$ cat src/rtl/flv_pkg.sv
// flv_pkg: shared types, codes and reset values for the flow action list validator
`default_nettype none
package flv_pkg;

    // default number of built-in action types held in the length table
    localparam int TABLE_ENTRIES_DEF = 16;

    // header granule in bytes
    localparam logic [15:0] HDR_BYTES = 16'd8;

    // result status codes
    localparam logic [2:0] ST_OK         = 3'd0;
    localparam logic [2:0] ST_BAD_TYPE   = 3'd1;
    localparam logic [2:0] ST_BAD_LEN    = 3'd2;
    localparam logic [2:0] ST_BAD_VENDOR = 3'd3;
    localparam logic [2:0] ST_BAD_PORT   = 3'd4;

    // request modes
    localparam logic MODE_BEGIN  = 1'b0;
    localparam logic MODE_ACTION = 1'b1;

    // configuration register indexes
    localparam int CFG_IDX_W = 3;
    localparam logic [CFG_IDX_W-1:0] REG_TYPE_LENGTH_TABLE  = 3'd0;
    localparam logic [CFG_IDX_W-1:0] REG_BUILTIN_TYPE_COUNT = 3'd1;
    localparam logic [CFG_IDX_W-1:0] REG_VENDOR_TYPE_CODE   = 3'd2;
    localparam logic [CFG_IDX_W-1:0] REG_ACCEPTED_VENDOR    = 3'd3;
    localparam logic [CFG_IDX_W-1:0] REG_NO_PORT_VALUE      = 3'd4;
    localparam logic [CFG_IDX_W-1:0] REG_OUTPUT_TYPE_CODE   = 3'd5;

    // configuration reset values
    localparam logic [63:0] RST_TYPE_LENGTH_TABLE  = 64'd73301889297;
    localparam logic [4:0]  RST_BUILTIN_TYPE_COUNT = 5'd10;
    localparam logic [15:0] RST_VENDOR_TYPE_CODE   = 16'hFFFF;
    localparam logic [31:0] RST_ACCEPTED_VENDOR    = 32'd8992;
    localparam logic [15:0] RST_NO_PORT_VALUE      = 16'hFFFF;
    localparam logic [3:0]  RST_OUTPUT_TYPE_CODE   = 4'd0;

    // one request: a list begin or one action header
    typedef struct packed {
        logic        mode;
        logic [15:0] list_length;
        logic [15:0] ingress_port;
        logic [15:0] action_type;
        logic [15:0] action_len;
        logic [15:0] target_port;
        logic [31:0] vendor_word;
    } flv_req_t;

    // one result
    typedef struct packed {
        logic [2:0] status;
        logic       done_res;
    } flv_rsp_t;

    // scalar configuration seen by the checker
    typedef struct packed {
        logic [4:0]  builtin_type_count;
        logic [15:0] vendor_type_code;
        logic [31:0] accepted_vendor;
        logic [15:0] no_port_value;
        logic [3:0]  output_type_code;
    } flv_cfg_t;

endpackage
`default_nettype wire

$ cat src/rtl/flv_core.sv
// flv_core: per-list state and the combinational action header check
`default_nettype none
module flv_core #(
    parameter int TABLE_ENTRIES = flv_pkg::TABLE_ENTRIES_DEF
) (
    input  wire logic                         clk,
    input  wire logic                         rst_n,
    input  wire logic                         fire,
    input  wire flv_pkg::flv_req_t            req,
    input  wire logic [4*TABLE_ENTRIES-1:0]   tbl,
    input  wire flv_pkg::flv_cfg_t            cfg,
    output flv_pkg::flv_rsp_t                 rsp
);

    localparam int IDX_W = (TABLE_ENTRIES > 1) ? $clog2(TABLE_ENTRIES) : 1;
    localparam logic [4:0] ENTRIES_CNT = 5'(TABLE_ENTRIES);

    logic [15:0] bytes_left_reg;
    logic [15:0] bytes_left_next;
    logic [15:0] saved_ingress_reg;
    logic [15:0] saved_ingress_next;
    logic        list_active_reg;
    logic        list_active_next;
    logic [2:0]  final_status_reg;
    logic [2:0]  final_status_next;

    logic [4:0]       type_count;
    logic             type_builtin;
    logic [IDX_W-1:0] tbl_idx;
    logic [3:0]       units;
    logic             len_bad;
    logic [2:0]       hdr_status;
    logic [15:0]      bytes_after;
    logic [2:0]       status;
    logic             done;

    // type count saturates at the table size
    assign type_count   = (cfg.builtin_type_count > ENTRIES_CNT) ? ENTRIES_CNT
                                                                 : cfg.builtin_type_count;
    assign type_builtin = (req.action_type < {11'd0, type_count});
    assign tbl_idx      = req.action_type[IDX_W-1:0];

    // required length in 8-byte units, only looked up for built-in types
    always_comb
    begin
        units = 4'd0;
        if (type_builtin)
        begin
            units = tbl[{tbl_idx, 2'b00} +: 4];
        end
    end

    // length framing: nonzero, fits, multiple of the header size
    assign len_bad = (req.action_len == 16'd0) || (req.action_len > bytes_left_reg) ||
                     (req.action_len[2:0] != 3'd0);

    // header check in priority order
    always_comb
    begin
        if (len_bad)
        begin
            hdr_status = flv_pkg::ST_BAD_LEN;
        end
        else if (type_builtin)
        begin
            if (units == 4'd0)
            begin
                hdr_status = flv_pkg::ST_BAD_TYPE;
            end
            else if (req.action_len != {9'd0, units, 3'd0})
            begin
                hdr_status = flv_pkg::ST_BAD_LEN;
            end
            else if ((req.action_type == {12'd0, cfg.output_type_code}) &&
                     ((req.target_port == cfg.no_port_value) ||
                      (req.target_port == saved_ingress_reg)))
            begin
                hdr_status = flv_pkg::ST_BAD_PORT;
            end
            else
            begin
                hdr_status = flv_pkg::ST_OK;
            end
        end
        else if (req.action_type == cfg.vendor_type_code)
        begin
            hdr_status = (req.vendor_word != cfg.accepted_vendor) ? flv_pkg::ST_BAD_VENDOR
                                                                  : flv_pkg::ST_OK;
        end
        else
        begin
            hdr_status = flv_pkg::ST_BAD_TYPE;
        end
    end

    assign bytes_after = bytes_left_reg - req.action_len;

    // step: begin, orphan action, or checked action
    always_comb
    begin
        bytes_left_next    = bytes_left_reg;
        saved_ingress_next = saved_ingress_reg;
        list_active_next   = list_active_reg;
        final_status_next  = final_status_reg;
        status             = flv_pkg::ST_OK;
        done               = 1'b0;
        if (req.mode == flv_pkg::MODE_BEGIN)
        begin
            bytes_left_next    = req.list_length;
            saved_ingress_next = req.ingress_port;
            done               = (req.list_length < flv_pkg::HDR_BYTES);
            status             = (done && (req.list_length != 16'd0)) ? flv_pkg::ST_BAD_LEN
                                                                     : flv_pkg::ST_OK;
            list_active_next   = !done;
            if (done)
            begin
                final_status_next = status;
            end
        end
        else if (!list_active_reg)
        begin
            status = final_status_reg;
            done   = 1'b1;
        end
        else
        begin
            if (hdr_status != flv_pkg::ST_OK)
            begin
                status = hdr_status;
                done   = 1'b1;
            end
            else
            begin
                bytes_left_next = bytes_after;
                done            = (bytes_after < flv_pkg::HDR_BYTES);
                status          = (done && (bytes_after != 16'd0)) ? flv_pkg::ST_BAD_LEN
                                                                  : flv_pkg::ST_OK;
            end
            if (done)
            begin
                list_active_next  = 1'b0;
                final_status_next = status;
            end
        end
    end

    assign rsp.status   = status;
    assign rsp.done_res = done;

    // list state, updated only when a request moves to the result register
    always_ff @(posedge clk or negedge rst_n)
    begin
        if (!rst_n)
        begin
            bytes_left_reg    <= 16'd0;
            saved_ingress_reg <= 16'd0;
            list_active_reg   <= 1'b0;
            final_status_reg  <= flv_pkg::ST_OK;
        end
        else if (fire)
        begin
            bytes_left_reg    <= bytes_left_next;
            saved_ingress_reg <= saved_ingress_next;
            list_active_reg   <= list_active_next;
            final_status_reg  <= final_status_next;
        end
    end

    // a finished list is no longer active, an unfinished one is
    a_done_clears: assert property (@(posedge clk) disable iff (!rst_n)
        fire && done |=> !list_active_reg)
        else $error("list still active after a finishing request");

    a_open_stays: assert property (@(posedge clk) disable iff (!rst_n)
        fire && !done |=> list_active_reg)
        else $error("list dropped without a finishing result");

    // begin latches the ingress port
    a_begin_port: assert property (@(posedge clk) disable iff (!rst_n)
        fire && (req.mode == flv_pkg::MODE_BEGIN) |=>
            saved_ingress_reg == $past(req.ingress_port))
        else $error("ingress port not captured on begin");

    // an action header never grows the remaining byte count
    a_bytes_shrink: assert property (@(posedge clk) disable iff (!rst_n)
        fire && (req.mode == flv_pkg::MODE_ACTION) |=>
            bytes_left_reg <= $past(bytes_left_reg))
        else $error("remaining bytes grew on an action header");

endmodule
`default_nettype wire

$ cat src/rtl/flow_action_list_validator.sv
// flow_action_list_validator: top level with request/result registers and config registers
//
//  channel  signals                              direction  carries
//  -------  -----------------------------------  ---------  --------------------------------
//  req      req_valid, req_stall, req            in         begin item or one action header
//  rsp      rsp_valid, rsp_stall, rsp            out        status and list-done flag
//  cfg      cfg_valid, cfg_ready, cfg_index,     in         register writes, always ready
//           cfg_data
//
// one request per cycle sustained while the result register is not stalled; a request
// passes the request register, then the combinational header check, then the result register.
// rst_n clears the list state, the handshake valids and loads the register defaults.
// a stalled result holds; the request register keeps accepting while the result
// register is free or being drained in the same cycle.
`default_nettype none
module flow_action_list_validator #(
    parameter int TABLE_ENTRIES = flv_pkg::TABLE_ENTRIES_DEF
) (
    input  wire logic                           clk,
    input  wire logic                           rst_n,
    input  wire logic                           req_valid,
    output logic                                req_stall,
    input  wire flv_pkg::flv_req_t              req,
    output logic                                rsp_valid,
    input  wire logic                           rsp_stall,
    output flv_pkg::flv_rsp_t                   rsp,
    input  wire logic                           cfg_valid,
    output logic                                cfg_ready,
    input  wire logic [flv_pkg::CFG_IDX_W-1:0]  cfg_index,
    input  wire logic [63:0]                    cfg_data
);

    localparam int TABLE_W = 4 * TABLE_ENTRIES;

    logic                 req_valid_reg;
    flv_pkg::flv_req_t    req_reg;
    logic                 rsp_valid_reg;
    flv_pkg::flv_rsp_t    rsp_reg;
    flv_pkg::flv_rsp_t    rsp_next;
    logic [TABLE_W-1:0]   tbl_reg;
    flv_pkg::flv_cfg_t    cfg_reg;
    logic                 advance;
    logic                 fire;
    logic                 cfg_wr;

    // pipeline handshake
    assign advance   = !rsp_valid_reg || !rsp_stall;
    assign fire      = req_valid_reg && advance;
    assign req_stall = req_valid_reg && !advance;
    assign rsp_valid = rsp_valid_reg;
    assign rsp       = rsp_reg;
    assign cfg_ready = 1'b1;
    assign cfg_wr    = cfg_valid && cfg_ready;

    // request register
    always_ff @(posedge clk or negedge rst_n)
    begin
        if (!rst_n)
        begin
            req_valid_reg <= 1'b0;
        end
        else if (!req_stall)
        begin
            req_valid_reg <= req_valid;
        end
    end

    always_ff @(posedge clk)
    begin
        if (req_valid && !req_stall)
        begin
            req_reg <= req;
        end
    end

    // result register
    always_ff @(posedge clk or negedge rst_n)
    begin
        if (!rst_n)
        begin
            rsp_valid_reg <= 1'b0;
        end
        else if (advance)
        begin
            rsp_valid_reg <= req_valid_reg;
        end
    end

    always_ff @(posedge clk)
    begin
        if (fire)
        begin
            rsp_reg <= rsp_next;
        end
    end

    // configuration registers
    always_ff @(posedge clk or negedge rst_n)
    begin
        if (!rst_n)
        begin
            tbl_reg                    <= flv_pkg::RST_TYPE_LENGTH_TABLE[TABLE_W-1:0];
            cfg_reg.builtin_type_count <= flv_pkg::RST_BUILTIN_TYPE_COUNT;
            cfg_reg.vendor_type_code   <= flv_pkg::RST_VENDOR_TYPE_CODE;
            cfg_reg.accepted_vendor    <= flv_pkg::RST_ACCEPTED_VENDOR;
            cfg_reg.no_port_value      <= flv_pkg::RST_NO_PORT_VALUE;
            cfg_reg.output_type_code   <= flv_pkg::RST_OUTPUT_TYPE_CODE;
        end
        else if (cfg_wr)
        begin
            unique case (cfg_index)
                flv_pkg::REG_TYPE_LENGTH_TABLE:  tbl_reg <= cfg_data[TABLE_W-1:0];
                flv_pkg::REG_BUILTIN_TYPE_COUNT: cfg_reg.builtin_type_count <= cfg_data[4:0];
                flv_pkg::REG_VENDOR_TYPE_CODE:   cfg_reg.vendor_type_code <= cfg_data[15:0];
                flv_pkg::REG_ACCEPTED_VENDOR:    cfg_reg.accepted_vendor <= cfg_data[31:0];
                flv_pkg::REG_NO_PORT_VALUE:      cfg_reg.no_port_value <= cfg_data[15:0];
                flv_pkg::REG_OUTPUT_TYPE_CODE:   cfg_reg.output_type_code <= cfg_data[3:0];
                default:
                begin
                end
            endcase
        end
    end

    // header check and list state
    flv_core #(
        .TABLE_ENTRIES (TABLE_ENTRIES)
    ) u_core (
        .clk   (clk),
        .rst_n (rst_n),
        .fire  (fire),
        .req   (req_reg),
        .tbl   (tbl_reg),
        .cfg   (cfg_reg),
        .rsp   (rsp_next)
    );

    // every moved request produces a result next cycle
    a_fire_result: assert property (@(posedge clk) disable iff (!rst_n)
        fire |=> rsp_valid_reg)
        else $error("request moved but no result appeared");

    // stall only while a request is held
    a_stall_held: assert property (@(posedge clk) disable iff (!rst_n)
        req_stall |-> req_valid_reg)
        else $error("stall raised with an empty request register");

    // a held request behind a blocked result must stall the input
    a_backpressure: assert property (@(posedge clk) disable iff (!rst_n)
        rsp_valid_reg && rsp_stall && req_valid_reg |-> req_stall && !fire)
        else $error("request moved into a blocked result register");

endmodule
`default_nettype wire

$ cat config.mk
export PLATFORM = sky130hd
export DESIGN_NAME = flow_action_list_validator
export DESIGN_NICKNAME = d
export VERILOG_FILES = /design/src/rtl/flv_pkg.sv /design/src/rtl/flv_core.sv /design/src/rtl/flow_action_list_validator.sv
export SDC_FILE = /design/constraint.sdc
export NUM_CORES = 1
export LEC_CHECK = 0
export BUFFER_PORTS_ARGS = -buffer_cell sky130_fd_sc_hd__buf_2
export CORE_ASPECT_RATIO = 1.4
export CORE_UTILIZATION = 40
export CTS_CLUSTER_SIZE = 30
export DETAILED_ROUTE_END_ITERATION = 8
export SLEW_MARGIN = 5
export SYNTH_ARGS = -nofsm -noshare
export SYNTH_HDL_FRONTEND = slang
export SYNTH_SLANG_ARGS = --single-unit
export TNS_END_PERCENT = 50
$ cat constraint.sdc
create_clock -name clk -period 3.6 [get_ports clk]
set_clock_uncertainty 0.15 [all_clocks]
set_input_delay 0.36 -clock clk [delete_from_list [all_inputs] [get_ports clk]]
set_output_delay 0.36 -clock clk [all_outputs]
set_load 0.02 [all_outputs]
**After elaboration in Yosys (flattened, before gate mapping)**

Index checks and enable logic that the tools add are counted.

- Flip-flop bits (word level): 292
- Bits of input ports: 185
- Output and inout port bits: 7
- Logic and storage cells: 104

- $add $sub $neg: 1
- $lt $le $gt $ge: 5
- Eq/ne operators: 14
- Shifts and indexed selects: 1
- Muxes and demuxes: 29
- Bitwise logic cells: 1
- Reductions and logical operators: 32

Operators with widths:

| kind | count |
|---|---|
| $shiftx A64 B7 Y4 | 1 |
| $eq A16 B16 Y1 | 3 |
| $mux W16 | 3 |
| $mux W3 | 13 |
| $lt A16 B4 Y1 const B | 2 |
| $ne A32 B32 Y1 | 1 |
| $reduce_bool A16 Y1 | 2 |
| $eq A16 B4 Y1 | 1 |
| $gt A16 B16 Y1 | 1 |
| $logic_not A16 Y1 | 1 |
| $lt A16 B5 Y1 | 1 |
| $ne A16 B7 Y1 | 1 |
| $sub A16 B16 Y16 | 1 |
| $reduce_and A2 Y1 | 7 |
| $mux W1 | 8 |
| $eq A3 B2 Y1 const B | 2 |
| $eq A3 B3 Y1 const B | 2 |
| $logic_and A1 B1 Y1 | 6 |
| $mux W2 | 3 |
| $reduce_bool A3 Y1 | 2 |
| $gt A5 B5 Y1 const B | 1 |
| $logic_not A1 Y1 | 5 |
| $mux W5 | 1 |
| $logic_not A4 Y1 | 1 |
| 10 further kinds | 14 |

**Longest topological paths before layout**

- Word-level depth: 16
- Mapped depth: 15

**By module**

Synthesis repeated with hierarchy kept, for this count alone.

- Cell total of the unflattened synthesis: 901
- Area total of the unflattened synthesis: 13730.7 um^2

By module, submodules not included:

| module | instances | cells each | area an instance (um^2) |
|---|---|---|---|
| flow_action_list_validator | 1 | 421 | 9197.6 |
| flv_core | 1 | 480 | 4533.1 |

**Least setup slack after synthesis**

Ideal clock, no wire load.

- Path kind: reg-to-reg
- Start: register rsp_valid_reg, in the netlist rsp_valid
- End: register req_reg[0] (netlist name) (enable)
- Arrival: 3.224 ns
- Required time: 2.965 ns
- Path slack: -0.259 ns
- Stages on the path, launching flop included: 3
- Period minus slack after synthesis: 3.859 ns
- Cells stage by stage: dfrtp_1 > nand3_1 > and2_1

- Longest elaborated chain between the ends: 6

RTL lines:

| element | line | text |
|---|---|---|
| start, declared | flow_action_list_validator.sv:37 | `logic rsp_valid_reg;` |
| start signal, assigned | flow_action_list_validator.sv:85 | `rsp_valid_reg <= req_valid_reg;` |
| $logic_not A1 Y1 | flow_action_list_validator.sv:47 | `assign advance = !rsp_valid_reg \|\| !rsp_stall;` |
| $logic_or A1 B1 Y1 | flow_action_list_validator.sv:47 |  |
| $logic_not A1 Y1 | flow_action_list_validator.sv:49 | `assign req_stall = req_valid_reg && !advance;` |
| $logic_and A1 B1 Y1 | flow_action_list_validator.sv:49 |  |
| $logic_not A1 Y1 | flow_action_list_validator.sv:70 | `if (req_valid && !req_stall)` |
| $logic_and A1 B1 Y1 | flow_action_list_validator.sv:70 |  |
| end signal, assigned | flow_action_list_validator.sv:72 | `req_reg <= req;` |
| end, declared | flow_action_list_validator.sv:36 | `flv_pkg::flv_req_t req_reg;` |

No other way between the ends.
A chain may end at the register's enable or synchronous reset.

==> flow_summary_export.csv <==
group,metric,value,unit
pwr,power.share.sequential,0.451,
synth,syn-instance-count,914,
routing,via_per_inst,5.111,
setup_path,path_max_fanout,4,
synth,syn_nets,1120,
floorplan,die_h,218.1,um
global_route,track_usage,0.2197,
synth,ys_ff_latch,292,
setup_path,end_kind,"register",
synth,yosysWarnings,0,
synth,synthFlopType,"dfrtp_1",
setup_path,crit_required,3860,ps
pwr,power.switching,2607,uW
layout,area_growth_syn_to_layout,36.37,%
floorplan,start_util,0.4091,
routing,drt_wl_total,36360,um
floorplan,row_count,78,
pwr,combinationalPowerShare,0.213,
sta,setup_ws,-112.0,ps
sta,rsz0062_at_grt,"true",
placed_design,dp_hpwl,25100,um
job,maxCapViolations,0,
setup_path,critical_path_class,"reg -> reg",
routing,dr.pass1.iters,6,
global_route,grt_pass1_wl,56190,um
global_route,grt_pass1_vias,10070,
routing,antenna_left,0,
sta,final-max-slew-violation-count,0,
clock_network,cts_tree,"done",
synth,syn_area,13340,sq um
synth,async_flop_share,0.5993,
placed_design,placed_cells,1586,
routing,drc,0,
layout,largest_reg_flops,113,
pwr,p_int,7223,uW
run_status,violations,"setup timing",
synth,synth_seq_area_share,0.5963,
pwr,fin_total_pwr,9831,uW
setup_path,critPathSlowestCell,"or4_4",
synth,synth_top_area_frac,0.2634,
run_status,status,"complete, but fails checks",
sta,tightest_slew,1068,ps
pwr,p_per_area,540.5,nW/um^2
pwr,peakVddDrop,0.0004435,V
setup_path,crit_chain,"ha_4, fa_2, nor2b_4, o2111ai_2, a21oi_2, o32ai_1, xnor2_1, or4_1, or4_4, o311ai_4, nor2_1, o21ai_1",
clock_network,htree_levels,1,
clock_network,clk_latency,570,ps
global_route,grt_max_degree,114,
sta,period_share,1.031,
sta,max_slew_margin,0.2870,
setup_path,cpPeakStageDelay,490,ps
layout,finalNetCount,1560,
pwr,p_clk_frac,0.336,
layout,fin_cells,1819,
sta,setup_viol,4,
routing,vias,9297,
floorplan,die_w,156.3,um
synth,ys_top_cells_by_area,"edfxtp_1 26%, dfrtp_1 24%, mux2_2 13%",
pwr,switching_share,0.2652,
sta,period_minus_slack,3712,ps
worst_hold_path,hp-class,"in -> reg",
floorplan,core,32600,sq um
setup_path,worstPathArrival,3970,ps
sta,fmax,269.4,MHz
synth,synth.avg_cell_area,14.59,sq um
routing,drt_iter0_drc,376,
placed_design,port_buffers,190,
floorplan,ios,192,
synth,ys_types,80,
floorplan,die_area,34090,sq um
pwr,p_leak,0.007559,uW
routing,wl_per_cell,19.99,um
placed_design,gp_congestion,0.8436,
layout,layout_common_cells,"189 x buf_2, 166 x dlygate4sd3_1, 152 x mux2_2",
layout,final_core_util,0.5580,
synth,synth_area_leader_cell,"edfxtp_1",
sta,holdWs,24.90,ps
layout,fillers,2760,
clock_network,clock-sinks,292,
global_route,gr-total-overflow,0,
clock_network,clock_path_buffers,3,
clock_network,path_clk_slew,70,ps
clock_network,clockRootBuffer,"clkbuf_16",
clock_network,cts_buffers,30,
setup_path,worstSetupStartpointType,"register",
layout,drive_gt1_frac,0.4274,
global_route,antenna_found_initial,2,
synth,synth_enable_flop_cells,117,
sta,hold_violations,0,
layout,mostFrequentLayoutCell,"buf_2",
cell families after synthesis:
family,count (synthesis),synth area share
buffers and inverters,59,0.02317
adders and majority gates,21,0.02026
xor gates and xnor gates,93,0.06108
DFF,292,0.5963
and+or+nand+nor,150,0.06276
other,1,0.0002812
muxes,186,0.1712
AOI/OAI and AO/OA,112,0.06492
Yosys cell counts, types with 4 or more instances:
cell type  number
o41ai_1         5
mux2_2        152
nor2_1         17
o21a_1          6
nor3_1          5
inv_1          26
a21oi_1        17
a221o_1        14
dfstp_2        48
or4_1           6
dfrtp_1       127
xnor2_1         8
and3_1          6
nand2b_1        4
a31o_2          5
nand3_1         8
nor4_1         29
nand4_1         9
mux2i_1        16
buf_6           6
edfxtp_1      117
clkbuf_1       17
mux4_2         16
o21ai_0        21
ha_1           20
xor2_1         85
nand2_1        43
per-layer routing:
metal	vias to the layer above	part of all wire	GRT usage
met5	-	0.00033	0
met4	2	0.038	0.09216
met3	74	0.039	0.03239
met2	240	0.54	0.4071
met1	4643	0.39	0.2486
li1	4338	-	-
final cells by class:
| class | count | area, sq um | area share |
|---|---|---|---|
| Clock inverter | 9 | 110.1 | 0.006054 |
| Antenna cell | 1 | 2.502 | 0.0001376 |
| Multi-Input combinational cell | 563 | 5216 | 0.2868 |
| Inverter | 26 | 97.59 | 0.005366 |
| Sequential cell | 292 | 7953 | 0.4373 |
| Timing Repair Buffer | 441 | 3307 | 0.1818 |
| Tap cell | 440 | 550.5 | 0.03027 |
| Clock buffer | 47 | 950.9 | 0.05228 |
metrics by stage:
step	setup TNS (ps)	worst slack [ps]	instance area (sq um)
6_report	-181.5	-112.0	18190
5_1_grt	-2487	-322.2	18190
4_1_cts	-682.3	-167.7	18090
3_5_place_dp	-1959	-482.4	15280
3_3_place_gp	-1489	-348.5	15280
2_1_floorplan	-33.16	-31.09	13340
what timing repair did:
item,in CTS,in global routing
pin swaps,13,8
hold buffers,166,0
gates resized for setup,11,11
setup buffers,5,5
setup endpoints to repair,17,22
endpoints found under the hold margin,228,0
power groups by stage:
stage          Sequential, uW  Combinational (uW)  Clock [uW]
2_1_floorplan            4390                1240           0
3_3_place_gp             4470                1850           0
3_5_place_dp             4490                1880           0
4_1_cts                  4430                2070        3380
5_1_grt                  4490                2300        3510
6_report                 4430                2100        3300
final timing paths:
kind,startpoint,end,slack (ps),depth (start not counted)
setup / recovery,req_reg[48]$_DFFE_PP_,rsp[2]$_DFFE_PP_,-110,12
hold / removal,cfg_data[6],tbl_reg[6]$_DFFE_PN0P_,20,2
setup reg to reg,req_reg[48]$_DFFE_PP_,rsp[2]$_DFFE_PP_,-110,12
hold reg to reg,req_reg[88]$_DFFE_PP_,u_core.saved_ingress_reg[8]$_DFFE_PN0P_,330,1
max in group asynchronous,rst_n,u_core.bytes_left_reg[7]$_DFFE_PN0P_,2140,3
min in group asynchronous,rst_n,tbl_reg[52]$_DFFE_PN0P_,170,2
worst max-delay path, delay by kind of cell (launching register included):
kind	cells	cell delay (ps)
simple gates	4	1170
compound gates	5	1060
fa+ha+maj	2	570
flops	1	440
xor+xnor	1	150
Note: power is estimated with default switching activity, not from simulation.
